[config.mk]
export PLATFORM = sky130hd
export DESIGN_NAME = utf8_decode_ascii_fold
export DESIGN_NICKNAME = d
export VERILOG_FILES = /design/src/rtl/udaf_pkg.sv /design/src/rtl/utf8_decode_ascii_fold.sv /design/src/rtl/udaf_front.sv /design/src/rtl/udaf_queue.sv /design/src/rtl/udaf_back.sv
export VERILOG_INCLUDE_DIRS = /design/src /design/src/rtl
export SDC_FILE = /design/constraint.sdc
export NUM_CORES = 1
export LEC_CHECK = 0
export BUFFER_PORTS_ARGS = -buffer_cell sky130_fd_sc_hd__clkbuf_2
export CAP_MARGIN = 15
export CORE_MARGIN = 2
export CORE_UTILIZATION = 25
export CTS_BUF_LIST = sky130_fd_sc_hd__clkbuf_8
export DETAILED_ROUTE_END_ITERATION = 16
export PLACE_DENSITY_LB_ADDON = 0.3
export SKIP_LAST_GASP = 1
export SYNTH_ARGS = -nofsm -noshare
export SYNTH_HDL_FRONTEND = slang
export SYNTH_HIERARCHICAL = 1
export SYNTH_SLANG_ARGS = --single-unit
[constraint.sdc]
create_clock -name clk -period 5.75 [get_ports clk]
set_input_delay 0.575 -clock clk [delete_from_list [all_inputs] [get_ports clk]]
set_output_delay 0.575 -clock clk [all_outputs]
set_load 0.05 [all_outputs]
[src/rtl/utf8_decode_ascii_fold_assert.svh]
// Assertion macros shared by the decoder modules.
// Define ASSERT_OFF to compile every check to nothing.
`ifndef UTF8_DECODE_ASCII_FOLD_ASSERT_SVH
`define UTF8_DECODE_ASCII_FOLD_ASSERT_SVH

`ifndef ASSERT_OFF
// Check prop at every rising clk edge, skipped while rst is high.
`define UDAF_ASSERT_RST(lbl, clk, rst, prop) \
  lbl: assert property (@(posedge clk) disable iff (rst) prop) \
    else $error("udaf assertion failed");
// Check prop at every rising clk edge, reset included.
`define UDAF_ASSERT_ALWAYS(lbl, clk, prop) \
  lbl: assert property (@(posedge clk) prop) \
    else $error("udaf assertion failed");
`else
`define UDAF_ASSERT_RST(lbl, clk, rst, prop)
`define UDAF_ASSERT_ALWAYS(lbl, clk, prop)
`endif

`endif

[src/rtl/udaf_pkg.sv]
`timescale 1ns / 1ps
package udaf_pkg;

  localparam int unsigned CP_W    = 21;
  localparam int unsigned GLYPH_W = 7;

  localparam logic [7:0] CONT_MASK  = 8'hC0;
  localparam logic [7:0] CONT_VAL   = 8'h80;
  localparam logic [7:0] LEAD2_MASK = 8'hE0;
  localparam logic [7:0] LEAD2_VAL  = 8'hC0;
  localparam logic [7:0] LEAD3_MASK = 8'hF0;
  localparam logic [7:0] LEAD3_VAL  = 8'hE0;
  localparam logic [7:0] LEAD4_MASK = 8'hF8;
  localparam logic [7:0] LEAD4_VAL  = 8'hF0;
  localparam logic [7:0] PAYLOAD6   = 8'h3F;

  localparam logic [CP_W-1:0] REPLACEMENT_CP = 21'h00FFFD;
  localparam logic [CP_W-1:0] CP_NBSP        = 21'h0000A0;
  localparam logic [CP_W-1:0] CP_TIMES       = 21'h0000D7;
  localparam logic [CP_W-1:0] CP_HYPHEN      = 21'h002010;
  localparam logic [CP_W-1:0] CP_NB_HYPHEN   = 21'h002011;
  localparam logic [CP_W-1:0] CP_FIG_DASH    = 21'h002012;
  localparam logic [CP_W-1:0] CP_EN_DASH     = 21'h002013;
  localparam logic [CP_W-1:0] CP_EM_DASH     = 21'h002014;
  localparam logic [CP_W-1:0] CP_HBAR        = 21'h002015;
  localparam logic [CP_W-1:0] CP_LSQUO       = 21'h002018;
  localparam logic [CP_W-1:0] CP_RSQUO       = 21'h002019;
  localparam logic [CP_W-1:0] CP_LDQUO       = 21'h00201C;
  localparam logic [CP_W-1:0] CP_RDQUO       = 21'h00201D;
  localparam logic [CP_W-1:0] CP_MINUS       = 21'h002212;

  localparam int unsigned GLYPH_FIRST = 32;
  localparam int unsigned GLYPH_COUNT = 96;

  localparam logic [GLYPH_W-1:0] GLYPH_SPACE  = 7'd32;
  localparam logic [GLYPH_W-1:0] GLYPH_DQUOTE = 7'd34;
  localparam logic [GLYPH_W-1:0] GLYPH_SQUOTE = 7'd39;
  localparam logic [GLYPH_W-1:0] GLYPH_DASH   = 7'd45;
  localparam logic [GLYPH_W-1:0] GLYPH_QMARK  = 7'd63;
  localparam logic [GLYPH_W-1:0] GLYPH_X      = 7'd120;

  localparam logic REQ_DATA  = 1'b0;
  localparam logic REQ_FLUSH = 1'b1;

  // queue between front and back
  localparam int unsigned QDEPTH  = 4;
  localparam int unsigned QPTR_W  = $clog2(QDEPTH);
  localparam int unsigned QCNT_W  = $clog2(QDEPTH + 1);

  typedef struct packed {
    logic       req_type;
    logic [7:0] in_byte;
  } req_t;

  typedef struct packed {
    logic [CP_W-1:0]    code_point;
    logic [GLYPH_W-1:0] glyph_index;
    logic               malformed;
    logic               last_of_run;
  } res_t;

  // One queued input item: an optional replacement for an interrupted
  // sequence, then an optional main character.
  typedef struct packed {
    logic            pre_bad;
    logic            has_main;
    logic            main_bad;
    logic [CP_W-1:0] main_cp;
  } entry_t;

  function automatic logic [GLYPH_W-1:0] fold_glyph(input logic [CP_W-1:0] cp);
    logic [GLYPH_W-1:0] g;
    unique case (cp)
      CP_NBSP:                          g = GLYPH_SPACE;
      CP_HYPHEN, CP_NB_HYPHEN, CP_FIG_DASH,
      CP_EN_DASH, CP_EM_DASH, CP_HBAR,
      CP_MINUS:                         g = GLYPH_DASH;
      CP_LSQUO, CP_RSQUO:               g = GLYPH_SQUOTE;
      CP_LDQUO, CP_RDQUO:               g = GLYPH_DQUOTE;
      CP_TIMES:                         g = GLYPH_X;
      default: begin
        if (cp >= CP_W'(GLYPH_FIRST) && cp < CP_W'(GLYPH_FIRST + GLYPH_COUNT)) begin
          g = cp[GLYPH_W-1:0];
        end else begin
          g = GLYPH_QMARK;
        end
      end
    endcase
    return g;
  endfunction

endpackage

[src/rtl/utf8_decode_ascii_fold.sv]
`timescale 1ns / 1ps
// Channel | Signals                   | Direction | Payload
// req     | req_valid, req_ready, req | in        | req_type, in_byte
// res     | res_valid, res_ready, res | out       | code_point, glyph_index,
//         |                           |           | malformed, last_of_run
//
// One byte is taken per cycle while the front-to-back queue has room.
// Results leave at one per cycle from a registered output while res_ready
// stays high; an item that interrupts a sequence and also yields a character
// holds the back part until both its results are loaded, so the output
// side sets the rate at one result a cycle. An accepted byte is written
// to the queue, then loaded into the output register.
// Reset (synchronous, rst high) clears the decode state, the queue and
// the output valid; no clearing pass is needed.
// A stall on res fills the queue; req_ready drops once it holds four items.
module utf8_decode_ascii_fold (
  input  logic           clk,
  input  logic           rst,
  input  logic           req_valid,
  output logic           req_ready,
  input  udaf_pkg::req_t req,
  output logic           res_valid,
  input  logic           res_ready,
  output udaf_pkg::res_t res
);
  import udaf_pkg::*;

  // front to queue
  logic   push;
  logic   push_ready;
  entry_t push_data;

  // queue to back
  logic   head_valid;
  logic   pop;
  entry_t head;

  // Classify each byte and advance the sequence state; drop items that
  // only open or extend a sequence, queue the rest.
  udaf_front u_front (
    .clk        (clk),
    .rst        (rst),
    .req_valid  (req_valid),
    .req_ready  (req_ready),
    .req        (req),
    .push       (push),
    .push_ready (push_ready),
    .push_data  (push_data)
  );

  // Hold decoded items so that a stalled output does not stall input until the queue is full.
  udaf_queue u_queue (
    .clk        (clk),
    .rst        (rst),
    .push       (push),
    .push_ready (push_ready),
    .push_data  (push_data),
    .head_valid (head_valid),
    .pop        (pop),
    .head       (head)
  );

  // Split each queued item into its one or two result transactions and
  // fold the code point to a glyph.
  udaf_back u_back (
    .clk        (clk),
    .rst        (rst),
    .head_valid (head_valid),
    .head       (head),
    .pop        (pop),
    .res_valid  (res_valid),
    .res_ready  (res_ready),
    .res        (res)
  );

endmodule

[src/rtl/udaf_front.sv]
`timescale 1ns / 1ps
`include "utf8_decode_ascii_fold_assert.svh"
module udaf_front (
  input  logic            clk,
  input  logic            rst,
  input  logic            req_valid,
  output logic            req_ready,
  input  udaf_pkg::req_t  req,
  output logic            push,
  input  logic            push_ready,
  output udaf_pkg::entry_t push_data
);
  import udaf_pkg::*;

  logic [1:0]      pending_count, pending_count_next;
  logic [CP_W-1:0] partial_point, partial_point_next;
  logic            take;
  logic            is_cont;
  logic [7:0]      b;

  assign b         = req.in_byte;
  assign req_ready = push_ready;
  assign take      = req_valid && req_ready;
  assign is_cont   = (b & CONT_MASK) == CONT_VAL;

  always_comb begin
    pending_count_next = pending_count;
    partial_point_next = partial_point;
    push_data          = '0;
    if (req.req_type == REQ_FLUSH) begin
      if (pending_count != 2'd0) begin
        push_data.pre_bad  = 1'b1;
        pending_count_next = 2'd0;
        partial_point_next = '0;
      end
    end else if (pending_count != 2'd0 && is_cont) begin
      // append six payload bits, complete when the count runs out
      partial_point_next = {partial_point[CP_W-7:0], b[5:0]};
      pending_count_next = pending_count - 2'd1;
      if (pending_count == 2'd1) begin
        push_data.has_main = 1'b1;
        push_data.main_cp  = partial_point_next;
        partial_point_next = '0;
      end
    end else begin
      // an interrupted sequence is replaced, then the byte starts afresh
      push_data.pre_bad  = pending_count != 2'd0;
      pending_count_next = 2'd0;
      partial_point_next = '0;
      priority if (!b[7]) begin
        push_data.has_main = 1'b1;
        push_data.main_cp  = CP_W'(b);
      end else if ((b & LEAD2_MASK) == LEAD2_VAL) begin
        partial_point_next = CP_W'(b & 8'h1F);
        pending_count_next = 2'd1;
      end else if ((b & LEAD3_MASK) == LEAD3_VAL) begin
        partial_point_next = CP_W'(b & 8'h0F);
        pending_count_next = 2'd2;
      end else if ((b & LEAD4_MASK) == LEAD4_VAL) begin
        partial_point_next = CP_W'(b & 8'h07);
        pending_count_next = 2'd3;
      end else begin
        push_data.has_main = 1'b1;
        push_data.main_bad = 1'b1;
        push_data.main_cp  = REPLACEMENT_CP;
      end
    end
  end

  assign push = take && (push_data.pre_bad || push_data.has_main);

  always_ff @(posedge clk) begin
    if (rst) begin
      pending_count <= 2'd0;
      partial_point <= '0;
    end else if (take) begin
      pending_count <= pending_count_next;
      partial_point <= partial_point_next;
    end
  end

  `UDAF_ASSERT_RST(a_idle_point_clear, clk, rst, (pending_count == 2'd0) |-> (partial_point == '0))

endmodule

[src/rtl/udaf_queue.sv]
`timescale 1ns / 1ps
`include "utf8_decode_ascii_fold_assert.svh"
module udaf_queue (
  input  logic             clk,
  input  logic             rst,
  input  logic             push,
  output logic             push_ready,
  input  udaf_pkg::entry_t push_data,
  output logic             head_valid,
  input  logic             pop,
  output udaf_pkg::entry_t head
);
  import udaf_pkg::*;

  entry_t            slots [QDEPTH];
  logic [QPTR_W-1:0] wr_ptr, rd_ptr;
  logic [QCNT_W-1:0] count;
  logic              do_pop;

  assign push_ready = count != QCNT_W'(QDEPTH);
  assign head_valid = count != '0;
  assign head       = slots[rd_ptr];
  assign do_pop     = pop && head_valid;

  always_ff @(posedge clk) begin
    if (push) begin
      slots[wr_ptr] <= push_data;
    end
  end

  always_ff @(posedge clk) begin
    if (rst) begin
      wr_ptr <= '0;
      rd_ptr <= '0;
      count  <= '0;
    end else begin
      if (push) begin
        wr_ptr <= QPTR_W'((32'(wr_ptr) + 1) % QDEPTH);
      end
      if (do_pop) begin
        rd_ptr <= QPTR_W'((32'(rd_ptr) + 1) % QDEPTH);
      end
      count <= count + QCNT_W'(push) - QCNT_W'(do_pop);
    end
  end

  `UDAF_ASSERT_RST(a_count_bound, clk, rst, count <= QCNT_W'(QDEPTH))

endmodule

[src/rtl/udaf_back.sv]
`timescale 1ns / 1ps
`include "utf8_decode_ascii_fold_assert.svh"
module udaf_back (
  input  logic             clk,
  input  logic             rst,
  input  logic             head_valid,
  input  udaf_pkg::entry_t head,
  output logic             pop,
  output logic             res_valid,
  input  logic             res_ready,
  output udaf_pkg::res_t   res
);
  import udaf_pkg::*;

  logic second_half, second_half_next;
  logic load;
  logic emit_pre;
  res_t res_next;

  assign load     = head_valid && (!res_valid || res_ready);
  // the replacement goes out first unless it already went
  assign emit_pre = head.pre_bad && !second_half;

  always_comb begin
    second_half_next = second_half;
    pop              = 1'b0;
    if (emit_pre) begin
      res_next.code_point  = REPLACEMENT_CP;
      res_next.malformed   = 1'b1;
      res_next.last_of_run = !head.has_main;
    end else begin
      res_next.code_point  = head.main_cp;
      res_next.malformed   = head.main_bad;
      res_next.last_of_run = 1'b1;
    end
    res_next.glyph_index = fold_glyph(res_next.code_point);
    if (load) begin
      if (emit_pre && head.has_main) begin
        second_half_next = 1'b1;
      end else begin
        second_half_next = 1'b0;
        pop              = 1'b1;
      end
    end
  end

  always_ff @(posedge clk) begin
    if (load) begin
      res <= res_next;
    end
  end

  always_ff @(posedge clk) begin
    if (rst) begin
      res_valid   <= 1'b0;
      second_half <= 1'b0;
    end else begin
      second_half <= second_half_next;
      if (load) begin
        res_valid <= 1'b1;
      end else if (res_ready) begin
        res_valid <= 1'b0;
      end
    end
  end

  `UDAF_ASSERT_RST(a_half_has_entry, clk, rst, second_half |-> (head_valid && head.pre_bad && head.has_main))
  `UDAF_ASSERT_RST(a_entry_nonempty, clk, rst, head_valid |-> (head.pre_bad || head.has_main))
  `UDAF_ASSERT_RST(a_res_hold, clk, rst, (res_valid && !res_ready) |=> (res_valid && $stable(res)))

endmodule

# == Word-level counts from Yosys, hierarchy flattened ==
# Memory sizes are Yosys's and may differ from the RTL's. A register that Yosys moved wholly into a read port is not among the register bits.
# Index checks and enable logic that the tools add are counted.
# totals
reg_bits,56
ram_bits,96
inputBits,13
word_cells,101
memories,1
# classes
n_addsub,5
n_lt_le_gt_ge,2
eq_ne,20
n_mux,42
n_reduce_logical,20
# mem_list
memory,depth,word_bits,read_ports,rd_ports_with_merged_regs,wr,line,source
u_queue.slots,4,24,1,1,1,udaf_queue.sv:15,entry_t slots [QDEPTH];
# ops
cell,count
"21-bit by 14-bit equality test with 1-bit output, second input constant",11
23-bit two-way mux,4
15-bit two-way mux,6
21-bit two-way mux,4
"21-bit by 8-bit equality test with 1-bit output, second input constant",2
7-bit case mux with 5 select lines,1
"21-bit by 6-bit greater-or-equal comparator with 1-bit output, second input constant",1
"21-bit by 8-bit less-than comparator with 1-bit output, second input constant",1
2-bit two-way mux,9
1-bit two-way mux,15
1-bit logical AND,8
7-bit two-way mux,1
7-bit OR reduction,1
"5-bit equality test, second input constant",1
"2-bit by 1-bit adder with 2-bit output, second input constant",2
"4-bit equality test, second input constant",1
4-bit two-way mux,1
2-bit nonzero test,2
2-bit OR reduction,2
3-bit by 1-bit adder with 3-bit output,1
"3-bit equality test, second input constant",1
1-bit zero test,3
3-bit two-way mux,1
"3-bit inequality test, second input constant",1
8 further kinds,9

# == Longest topological paths before layout ==
# Gate-level depths: netlist (run 1).
# logic_depth
depth_word,11
depth_mapped,13
depth_no_buf,11

# == By module ==
# The synthesis (run 1) kept the hierarchy.
# modules_own_cells
module,n_inst,cells_per_inst,area_per_inst_um2
udaf_queue,1,172,3973.8
udaf_back,1,112,1442.6
udaf_front,1,131,1031.0

# == Worst setup path before layout (run 1) ==
# No wires, ideal clock.
# synth_path
kind,register -> register
start,register with a tool-made name
end,"register, netlist name u_back/res[5]"
setup_ns,0.256
arrival_time_ns,2.659
setup_slack_ns,2.835
stages_incl_launch_ff,9
path_buffers,2
period_less_slack_ns,2.915
path_cell_list,dfxtp_1 > buf_6 > buf_12 > mux4_2 > or4_4 > or2_1 > or3_4 > or3_1 > o211a_1

==> results.json, run 1 <==
{
  "post_drt_wl_per_cell_microns": 16.50,
  "numClockSinks": 154,
  "post_cts_resized": 0,
  "grt_pass1_vias": 3822,
  "syn-num-nets": 437,
  "cts-buffers-inserted": 17,
  "synthCells": 415,
  "relSlewSlack_pct": 29.56,
  "worst_setup_path_start_kind": "flop",
  "io_pins": 45,
  "drv_slew": 0,
  "cp_cell_sequence": "mux4_1 -> nor2b_1 -> a21oi_1 -> o31a_1 -> ha_1 -> inv_1 -> ha_1 -> inv_1 -> fa_1 -> xnor3_1 -> nor2_1",
  "rrSetupSlack_ps": 2020,
  "combPwrFrac_pct": 31.4,
  "final_area_sq_um": 7348,
  "status": "finished clean",
  "finalHoldViolations": 0,
  "cts_max_level": 4,
  "tightest_slew_ps": 1055,
  "irDropWorstVdd_mv": 0.3157,
  "clk_pin_slew_ps": 70,
  "drtIter0Drc": 259,
  "synth_area_sq_um": 6447,
  "die_w_microns": 164.6,
  "synth.distinct_cells": 58,
  "max_freq_mhz": 268.1,
  "timing.setup.tns_ps": 0,
  "ys_seq_elements": 154,
  "skew_ps": 11.12,
  "layout_commonest_cell": "edfxtp_1",
  "dieHeight_microns": 164.6,
  "arrival_ps": 4020,
  "power_density_nw_per_um2": 427.7,
  "ys_async_sr_fraction_pct": 0,
  "fin_crit_sh_pct": 64.87,
  "cp_slowest_cell": "dfxtp_1",
  "post_cts_buffers": 0,
  "root_buffer": "clkbuf_8",
  "antenna_found_initial": 0,
  "crit_type": "reg2reg",
  "worstPathRequired_ps": 6040,
  "postCtsHoldBufs": 0,
  "core_sq_um": 25250,
  "drcViolationCount": 0,
  "final_cell_mix": "126 x edfxtp_1, 44 x clkbuf_2, 28 x dfxtp_1, 22 x inv_1, 22 x a21oi_1",
  "internal_power_mw": 2.035,
  "final_util_pct": 29.10,
  "nets": 488,
  "track_usage_pct": 10.52,
  "clk_latency_ps": 440,
  "yosysSeqAreaShare_pct": 67.38,
  "drive_gt1_share_pct": 24.06,
  "grt_pass1_wl_mm": 21.31,
  "maxCapViolations": 0,
  "fill_cells": 2586,
  "drt-total-wl_mm": 13.33,
  "max_stage_delay_ps": 1020,
  "cp-end-kind": "flop",
  "areaGrowthSynthToFinish_pct": 13.97,
  "yosysTopAreaCell": "edfxtp_1",
  "avgViaCountPerCell": 4.543,
  "synth_top_area_share_pct": 58.68,
  "cts_tree": "yes",
  "switching_share_pct": 35.27,
  "avgSynthCellArea_sq_um": 15.54,
  "synth_area_leaders": "edfxtp_1 59%, dfxtp_1 8.7%, mux4_2 7.0%",
  "overflow": 0,
  "antenna_cells": 0,
  "hp-class": "in2reg",
  "grt_max_degree": 31,
  "rsz0062_at_grt": "false",
  "setup_viol": 0,
  "place.gp.congestion": 0.7604,
  "synth-edff-count": 126,
  "ys.flop_type": "edfxtp_1",
  "worstPathMaxFanout": 16,
  "ant_nets": 0,
  "die_area_sq_um": 27090,
  "clk_path_buf_depth": 2,
  "rows": 58,
  "yosysWarnings": 6,
  "clockPowerShare_pct": 21.6,
  "period_needed_ps": 3730,
  "initial_core_util_pct": 25.53,
  "dpl_cell_area_sq_um": 7002,
  "cellLeakagePower_nw": 2.539,
  "first_pass_iters": 4,
  "p_sw_mw": 1.108,
  "vias": 3671,
  "pwr-share-seq_pct": 47.0,
  "io_buffers": 44,
  "place_hpwl_mm": 8.992
}
-- synth_stat cells (all sizes together) (2+ instances only) --
library cell and instances:
edfxtp 126, dfxtp 28, mux4 24, a21oi 22, nand2 20, nand2b 19
nor2 19, a21o 16, and2 15, nand3 14, inv 13, buf 10
clkbuf 10, ha 8, nor3 8, nand4 5, nor2b 5, or3 5
o21ai 4, a22o 3, mux2 3, nor3b 3, nor4 3, nor4b 3
and4b 2, o2111ai 2, o311a 2, o31ai 2, or3b 2, or4b 2
-- critical path, delay by kind of cell, from the launching register on --
kind / cells / cell delay, ps
flip-flops: 1 / 1020
buffers and inverters: 2 / 110
multiplexers: 1 / 440
AO/OA/AOI/OAI: 2 / 370
AND/OR/NAND/NOR: 2 / 670
XOR/XNOR: 1 / 200
adder cells (fa/ha/maj): 3 / 770
-- per-stage QoR --
step,setup WS (ps),hold slack [ps],cells,power [mW]
2_1_floorplan,2835,427.3,415,2.254
3_3_place_gp,2018,443.1,776,2.461
3_5_place_dp,1938,443.8,776,2.474
4_1_cts,1872,331.2,807,3.159
5_1_grt,1624,335.9,808,3.318
6_report,2020,370.7,808,3.143
-- final timing paths --
check / start / to / depth (start not counted)
hold / removal: req[1] / u_front/partial_point[1]$_SDFFE_PP0P_ / 2
setup reg to reg: flop / u_queue/count[2]$_SDFF_PP0_ / 11
setup / recovery: flop / u_queue/count[2]$_SDFF_PP0_ / 11
hold reg to reg: u_front/partial_point[14]$_SDFFE_PP0P_ / u_front/partial_point[14]$_SDFFE_PP0P_ / 2
-- final cells by class --
cell class / instances / area [sq um] / area share, %
repair buffers: 52 / 300.3 / 4.086
clock buffers: 17 / 234.0 / 3.184
flip-flops and latches: 154 / 4344 / 59.12
inverters: 13 / 48.80 / 0.6641
clock inverters: 14 / 85.08 / 1.158
well taps: 330 / 412.9 / 5.619
multi-input cells: 228 / 1923 / 26.17
-- power groups by stage --
stage / clock network [mW] / registers [mW] / logic, mW
CTS: 0.706 / 1.49 / 0.963
global placement: 0 / 1.51 / 0.952
detailed placement: 0 / 1.51 / 0.961
floorplan: 0 / 1.78 / 0.478
global route: 0.755 / 1.50 / 1.06
finish: 0.680 / 1.48 / 0.986
-- per-layer routing --
metal,track usage [%],up-vias,wire [microns]
met3,3.014,11,946
met4,3.241,0,98
met5,0,-,0
met2,16.01,118,5965
li1,-,1699,-
met1,14.54,1843,6322
-- logic make-up after synthesis --
logic type	count (synthesis)	share of synthesized area [%]
muxes	28	9.295
adders and majority gates	9	1.863
buffers and inverters	33	2.795
and+or+nand+nor	128	11.62
DFF	154	67.38
xor gates and xnor gates	2	0.4852
AOI/OAI and AO/OA	61	6.560
-- flip-flops by register name, summed over array words and instances (netlist names), named ones only --
signal                 cells
u_queue/count              3
u_back/res                30
u_queue/slots             96
u_back/res_valid           1
u_front/pending_count      2
u_back/second_half         1
u_queue/wr_ptr             2
u_front/partial_point     15
u_queue/rd_ptr             2
Note: power is estimated with default switching activity, not from simulation.
==> run 2: changes to the inputs <==
Settings changed: ABC_AREA set to 1.
Clock period 5.75 ns to 3.05 ns, I/O delays scaled along.
==> results.json, run 2 <==
{
  "cts_tree": "yes",
  "power_mw": 6.819,
  "first_pass_iters": 5,
  "areaGrowthSynthToFinish_pct": 15.74,
  "dp_slack_ps": 286.5,
  "setup_ws_ps": 320.0,
  "rsz0062_at_grt": "false",
  "dieHeight_microns": 169.8,
  "cp-end-kind": "flop",
  "post_drt_wl_per_cell_microns": 14.13,
  "crit_type": "reg2reg",
  "worstPathMaxFanout": 9,
  "status": "finished clean",
  "drive_gt1_share_pct": 22.41,
  "hp-class": "in2reg",
  "numClockSinks": 154,
  "drt-total-wl_mm": 14.78,
  "arrival_ps": 3070,
  "ys_top_cells_by_count": "126 x edfxtp_1, 105 x nand2_1, 73 x nor2_1, 71 x inv_1, 52 x o21ai_0",
  "grt_max_degree": 45,
  "avgViaCountPerCell": 4.276,
  "vias": 4473,
  "overflow": 0,
  "syn-num-nets": 658,
  "ys.flop_type": "edfxtp_1",
  "finalHoldViolations": 0,
  "relSlewSlack_pct": 59.07,
  "skew_ps": 17.62,
  "grt_pass1_wl_mm": 23.69,
  "dp.cells": 1014,
  "maxCapViolations": 0,
  "grt_pass1_vias": 4280,
  "synth_area_sq_um": 6875,
  "final_cell_mix": "126 x edfxtp_1, 105 x nand2_1, 74 x inv_1, 73 x nor2_1, 52 x o21ai_0",
  "synth-edff-count": 126,
  "largest_reg_flops": 96,
  "drcViolationCount": 0,
  "layout_commonest_cell": "edfxtp_1",
  "power_density_nw_per_um2": 856.9,
  "initial_core_util_pct": 25.51,
  "ys_async_sr_fraction_pct": 0,
  "clk_path_buf_depth": 2,
  "ant_nets": 0,
  "period_needed_ps": 2730,
  "drv_slew": 0,
  "fill_cells": 2796,
  "synthCells": 636,
  "antenna_cells": 0,
  "die_w_microns": 169.8,
  "yosysMostFrequentCell": "edfxtp_1",
  "avgSynthCellArea_sq_um": 10.81,
  "root_buffer": "clkbuf_8",
  "clk_pin_slew_ps": 90,
  "synth_area_leaders": "edfxtp_1 55%, dfxtp_1 8.2%, nand2_1 5.7%",
  "setup_viol": 0,
  "cellLeakagePower_nw": 2.997,
  "worstPathRequired_ps": 3390,
  "cts_max_level": 4,
  "die_area_sq_um": 28840,
  "timing.setup.tns_ps": 0,
  "hold_ws_ps": 135.0,
  "synth.distinct_cells": 40,
  "rows": 60,
  "yosysWarnings": 6,
  "top_regs": "u_queue/slots: 96 flops, u_back/res: 30 flops, u_front/partial_point: 15 flops",
  "final_area_sq_um": 7958,
  "nets": 714,
  "yosysTopAreaCell": "edfxtp_1",
  "yosysSeqAreaShare_pct": 63.18,
  "place_hpwl_mm": 9.913,
  "place.gp.congestion": 0.8113,
  "drtIter0Drc": 349,
  "worst_setup_path_start_kind": "flop",
  "io_buffers": 44,
  "synth_top_area_share_pct": 55.03,
  "core_sq_um": 26950,
  "track_usage_pct": 10.76,
  "cts-buffers-inserted": 17,
  "ys_seq_elements": 154,
  "tightest_slew_ps": 609.3,
  "fin_cells": 1046,
  "dpl_cell_area_sq_um": 7515,
  "irDropWorstVdd_mv": 0.3492,
  "io_pins": 45,
  "antenna_found_initial": 0,
  "clk_latency_ps": 450,
  "fin_crit_sh_pct": 89.51,
  "final_util_pct": 29.53,
  "largest_register": "u_queue/slots",
  "max_freq_mhz": 366.3
}
==> run 2: worst paths after layout <==
path | slack (ps) | endpoint | cells past startpoint | startpoint
hold reg to reg | 470 | u_front/partial_point[7]$_SDFFE_PP0P_ | 2 | u_front/partial_point[7]$_SDFFE_PP0P_
hold / removal | 130 | u_front/partial_point[5]$_SDFFE_PP0P_ | 3 | req[5]
setup / recovery | 320 | u_queue/count[2]$_SDFF_PP0_ | 15 | u_front/pending_count[0]$_SDFFE_PP0P_
setup reg to reg | 320 | u_queue/count[2]$_SDFF_PP0_ | 15 | u_front/pending_count[0]$_SDFFE_PP0P_
==> run 2: layout make-up <==
cell class                 count  area [sq um]  area share [%]
sequential                   154          4344           54.59
multi-input combinational    380          2086           26.21
tap                          341         426.7           5.362
timing repair buffer          60         365.4           4.591
inverter                      79         296.5           3.726
clock buffer                  17         234.0           2.940
clock inverter                15         205.2           2.579
==> run 2: report_power, final <==
group / internal [mW] / switching (mW)
registers: 2.66 / 0.0868
logic: 0.586 / 1.78
clock network: 0.962 / 0.744
==> run 2: what timing repair did <==
item | CTS | global route
hold buffers | 0 | 0
endpoints found under the setup margin | 0 | 1
gates resized for setup | 0 | 1
setup buffers | 0 | 0
==> run 2: layer usage <==
layer	vias up	part of all wire, %	GRT usage, %
li1	2262	-	-
met1	2105	52	15.57
met2	98	42	15.81
met3	8	5.3	3.023
met4	0	0.79	2.750
met5	-	0	0
==> run 2: critical path: stages, from the launching register on <==
cell,delay [ps]
dfxtp_1,380
inv_1,60
ha_1,230
inv_1,120
nand3_4,160
nor2_2,160
inv_2,80
nand2_1,80
nand2_2,90
a21oi_1,230
ha_1,180
inv_1,40
fa_1,380
or2_1,240
a21oi_1,130
nor2_1,60
==> run 2: logic make-up (layout without fill, tap and decap cells) <==
group	after synthesis	count (layout)	share of synthesized area, %
compound gates	121	121	11.47
simple gates	250	250	17.07
flops	154	154	63.18
fa+ha+maj	9	9	1.747
buf+inv	102	171	6.533
==> run 3: changes to the inputs <==
Clock period 3.05 ns to 3.5 ns, I/O delays scaled along.
==> results.json, run 3 (same netlist as run 2, synthesis figures left out) <==
{
  "status": "finished clean",
  "postCtsHoldBufs": 0,
  "clk_latency_ps": 440,
  "period_needed_ps": 2893,
  "antenna_found_initial": 0,
  "cts_max_level": 4,
  "drt-total-wl_mm": 14.66,
  "clk_path_buf_depth": 2,
  "grt_pass1_vias": 4308,
  "first_pass_iters": 4,
  "min_delay_path_depth": 3,
  "die_w_microns": 169.8,
  "drcViolationCount": 0,
  "initial_core_util_pct": 25.51,
  "numClockSinks": 154,
  "fin_crit_sh_pct": 82.65,
  "rows": 60,
  "die_area_sq_um": 28840,
  "largest_register": "u_queue/slots",
  "rrSetupSlack_ps": 610,
  "rsz0062_at_grt": "false",
  "ant_nets": 0,
  "setup_viol": 0,
  "worstPathMaxFanout": 26,
  "dp_slack_ps": 609.9,
  "root_buffer": "clkbuf_8",
  "reg2regPathDepth": 15,
  "crit_type": "reg2reg",
  "antenna_cells": 0,
  "worstHoldStart": "req[5]",
  "cellLeakagePower_nw": 2.957,
  "maxCapViolations": 0,
  "worstPathRequired_ps": 3840,
  "post_drt_wl_per_cell_microns": 14.02,
  "dieHeight_microns": 169.8,
  "power_density_nw_per_um2": 721.7,
  "io_buffers": 44,
  "drive_gt1_share_pct": 22.13,
  "avgViaCountPerCell": 4.226,
  "core_sq_um": 26950,
  "skew_ps": 10.88,
  "areaGrowthSynthToFinish_pct": 14.16,
  "finalHoldViolations": 0,
  "hold-path-endpoint": "u_front/partial_point[5]$_SDFFE_PP0P_",
  "timing.setup.tns_ps": 0,
  "max_freq_mhz": 345.7,
  "final_cell_mix": "126 x edfxtp_1, 105 x nand2_1, 75 x inv_1, 73 x nor2_1, 52 x o21ai_0",
  "timing.rr.end": "u_queue/count[2]$_SDFF_PP0_",
  "hp-class": "in2reg",
  "cts_tree": "yes",
  "arrival_ps": 3230,
  "grt_pass1_wl_mm": 23.80,
  "met1_usage_pct": 15.86,
  "overflow": 0,
  "track_usage_pct": 10.89,
  "place_hpwl_mm": 10.18,
  "tightest_slew_ps": 618.8,
  "relSlewSlack_pct": 58.43,
  "top_regs": "u_queue/slots: 96 flops, u_back/res: 30 flops, u_front/partial_point: 15 flops",
  "clk_pin_slew_ps": 80,
  "power_mw": 5.664,
  "nets": 715,
  "cp-end-kind": "flop",
  "top_usage_layer": "met1",
  "post_cts_buffers": 0,
  "worst_setup_path_start_kind": "flop",
  "drv_slew": 0,
  "cts-buffers-inserted": 17,
  "place.gp.congestion": 0.7796,
  "io_pins": 45,
  "layout_commonest_cell": "edfxtp_1",
  "irDropWorstVdd_mv": 0.2217,
  "drtIter0Drc": 282,
  "met2_usage_pct": 15.79,
  "largest_reg_flops": 96,
  "use_met3_pct": 2.419,
  "post_cts_resized": 0,
  "setup_ws_ps": 607.3,
  "grt_max_degree": 31,
  "vias": 4420
}
==> run 3: area by class of cell <==
type	count	area, sq um
clock buffers	17	234.0
clock inverters	14	117.6
fillers	2760	19100
inverters	79	296.5
multi-input cells	380	2082
flip-flops and latches	154	4344
well taps	341	426.7
repair buffers	61	347.8
==> run 3: routing by layer <==
layer / share of wire, % / vias up / routed length [microns]
met5: 0 / - / 0
met4: 0.74 / 0 / 109
met3: 4.4 / 6 / 639
met2: 43 / 88 / 6317
met1: 52 / 2056 / 7598
li1: - / 2270 / -
==> run 3: worst max-delay path by stage <==
stage	start	end
2_1_floorplan	flop	u_queue/count[2]$_SDFF_PP0_
3_3_place_gp	flop	u_queue/count[2]$_SDFF_PP0_
3_5_place_dp	flop	u_queue/count[2]$_SDFF_PP0_
4_1_cts	flop	u_queue/count[2]$_SDFF_PP0_
5_1_grt	flop	u_queue/count[2]$_SDFF_PP0_
6_report	flop	u_queue/count[2]$_SDFF_PP0_
==> run 3: per-stage QoR <==
stage	instance area, sq um	hold WS [ps]	cells	util [%]
after floorplan	6875	416.7	636	-
final	7849	175.6	1046	29.12
after CTS	7849	148.8	1046	29.12
after global routing	7849	183.4	1046	29.12
after global placement	7497	454.6	1015	27.82
after detailed placement	7497	458.2	1015	27.82
==> run 3: critical path, cell delays in order (launching register included) <==
cell and delay (ps):
dfxtp_1 350, buf_4 230, o21ai_0 180, o22ai_1 130, nand2_4 90, inv_2 30
a21oi_1 250, a21boi_0 230, ha_1 250, inv_1 50, ha_1 130, inv_1 50
fa_1 370, or2_1 230, a21oi_1 140, nor2_1 60
==> run 3: power by group <==
part	total (mW)	switching, mW	internal [mW]	leakage, nW
Clock	1.22	0.616	0.607	0.191
Combinational	2.05	1.54	0.503	1.37
Sequential	2.39	0.0735	2.32	1.39
Total	5.66	2.23	3.43	2.96
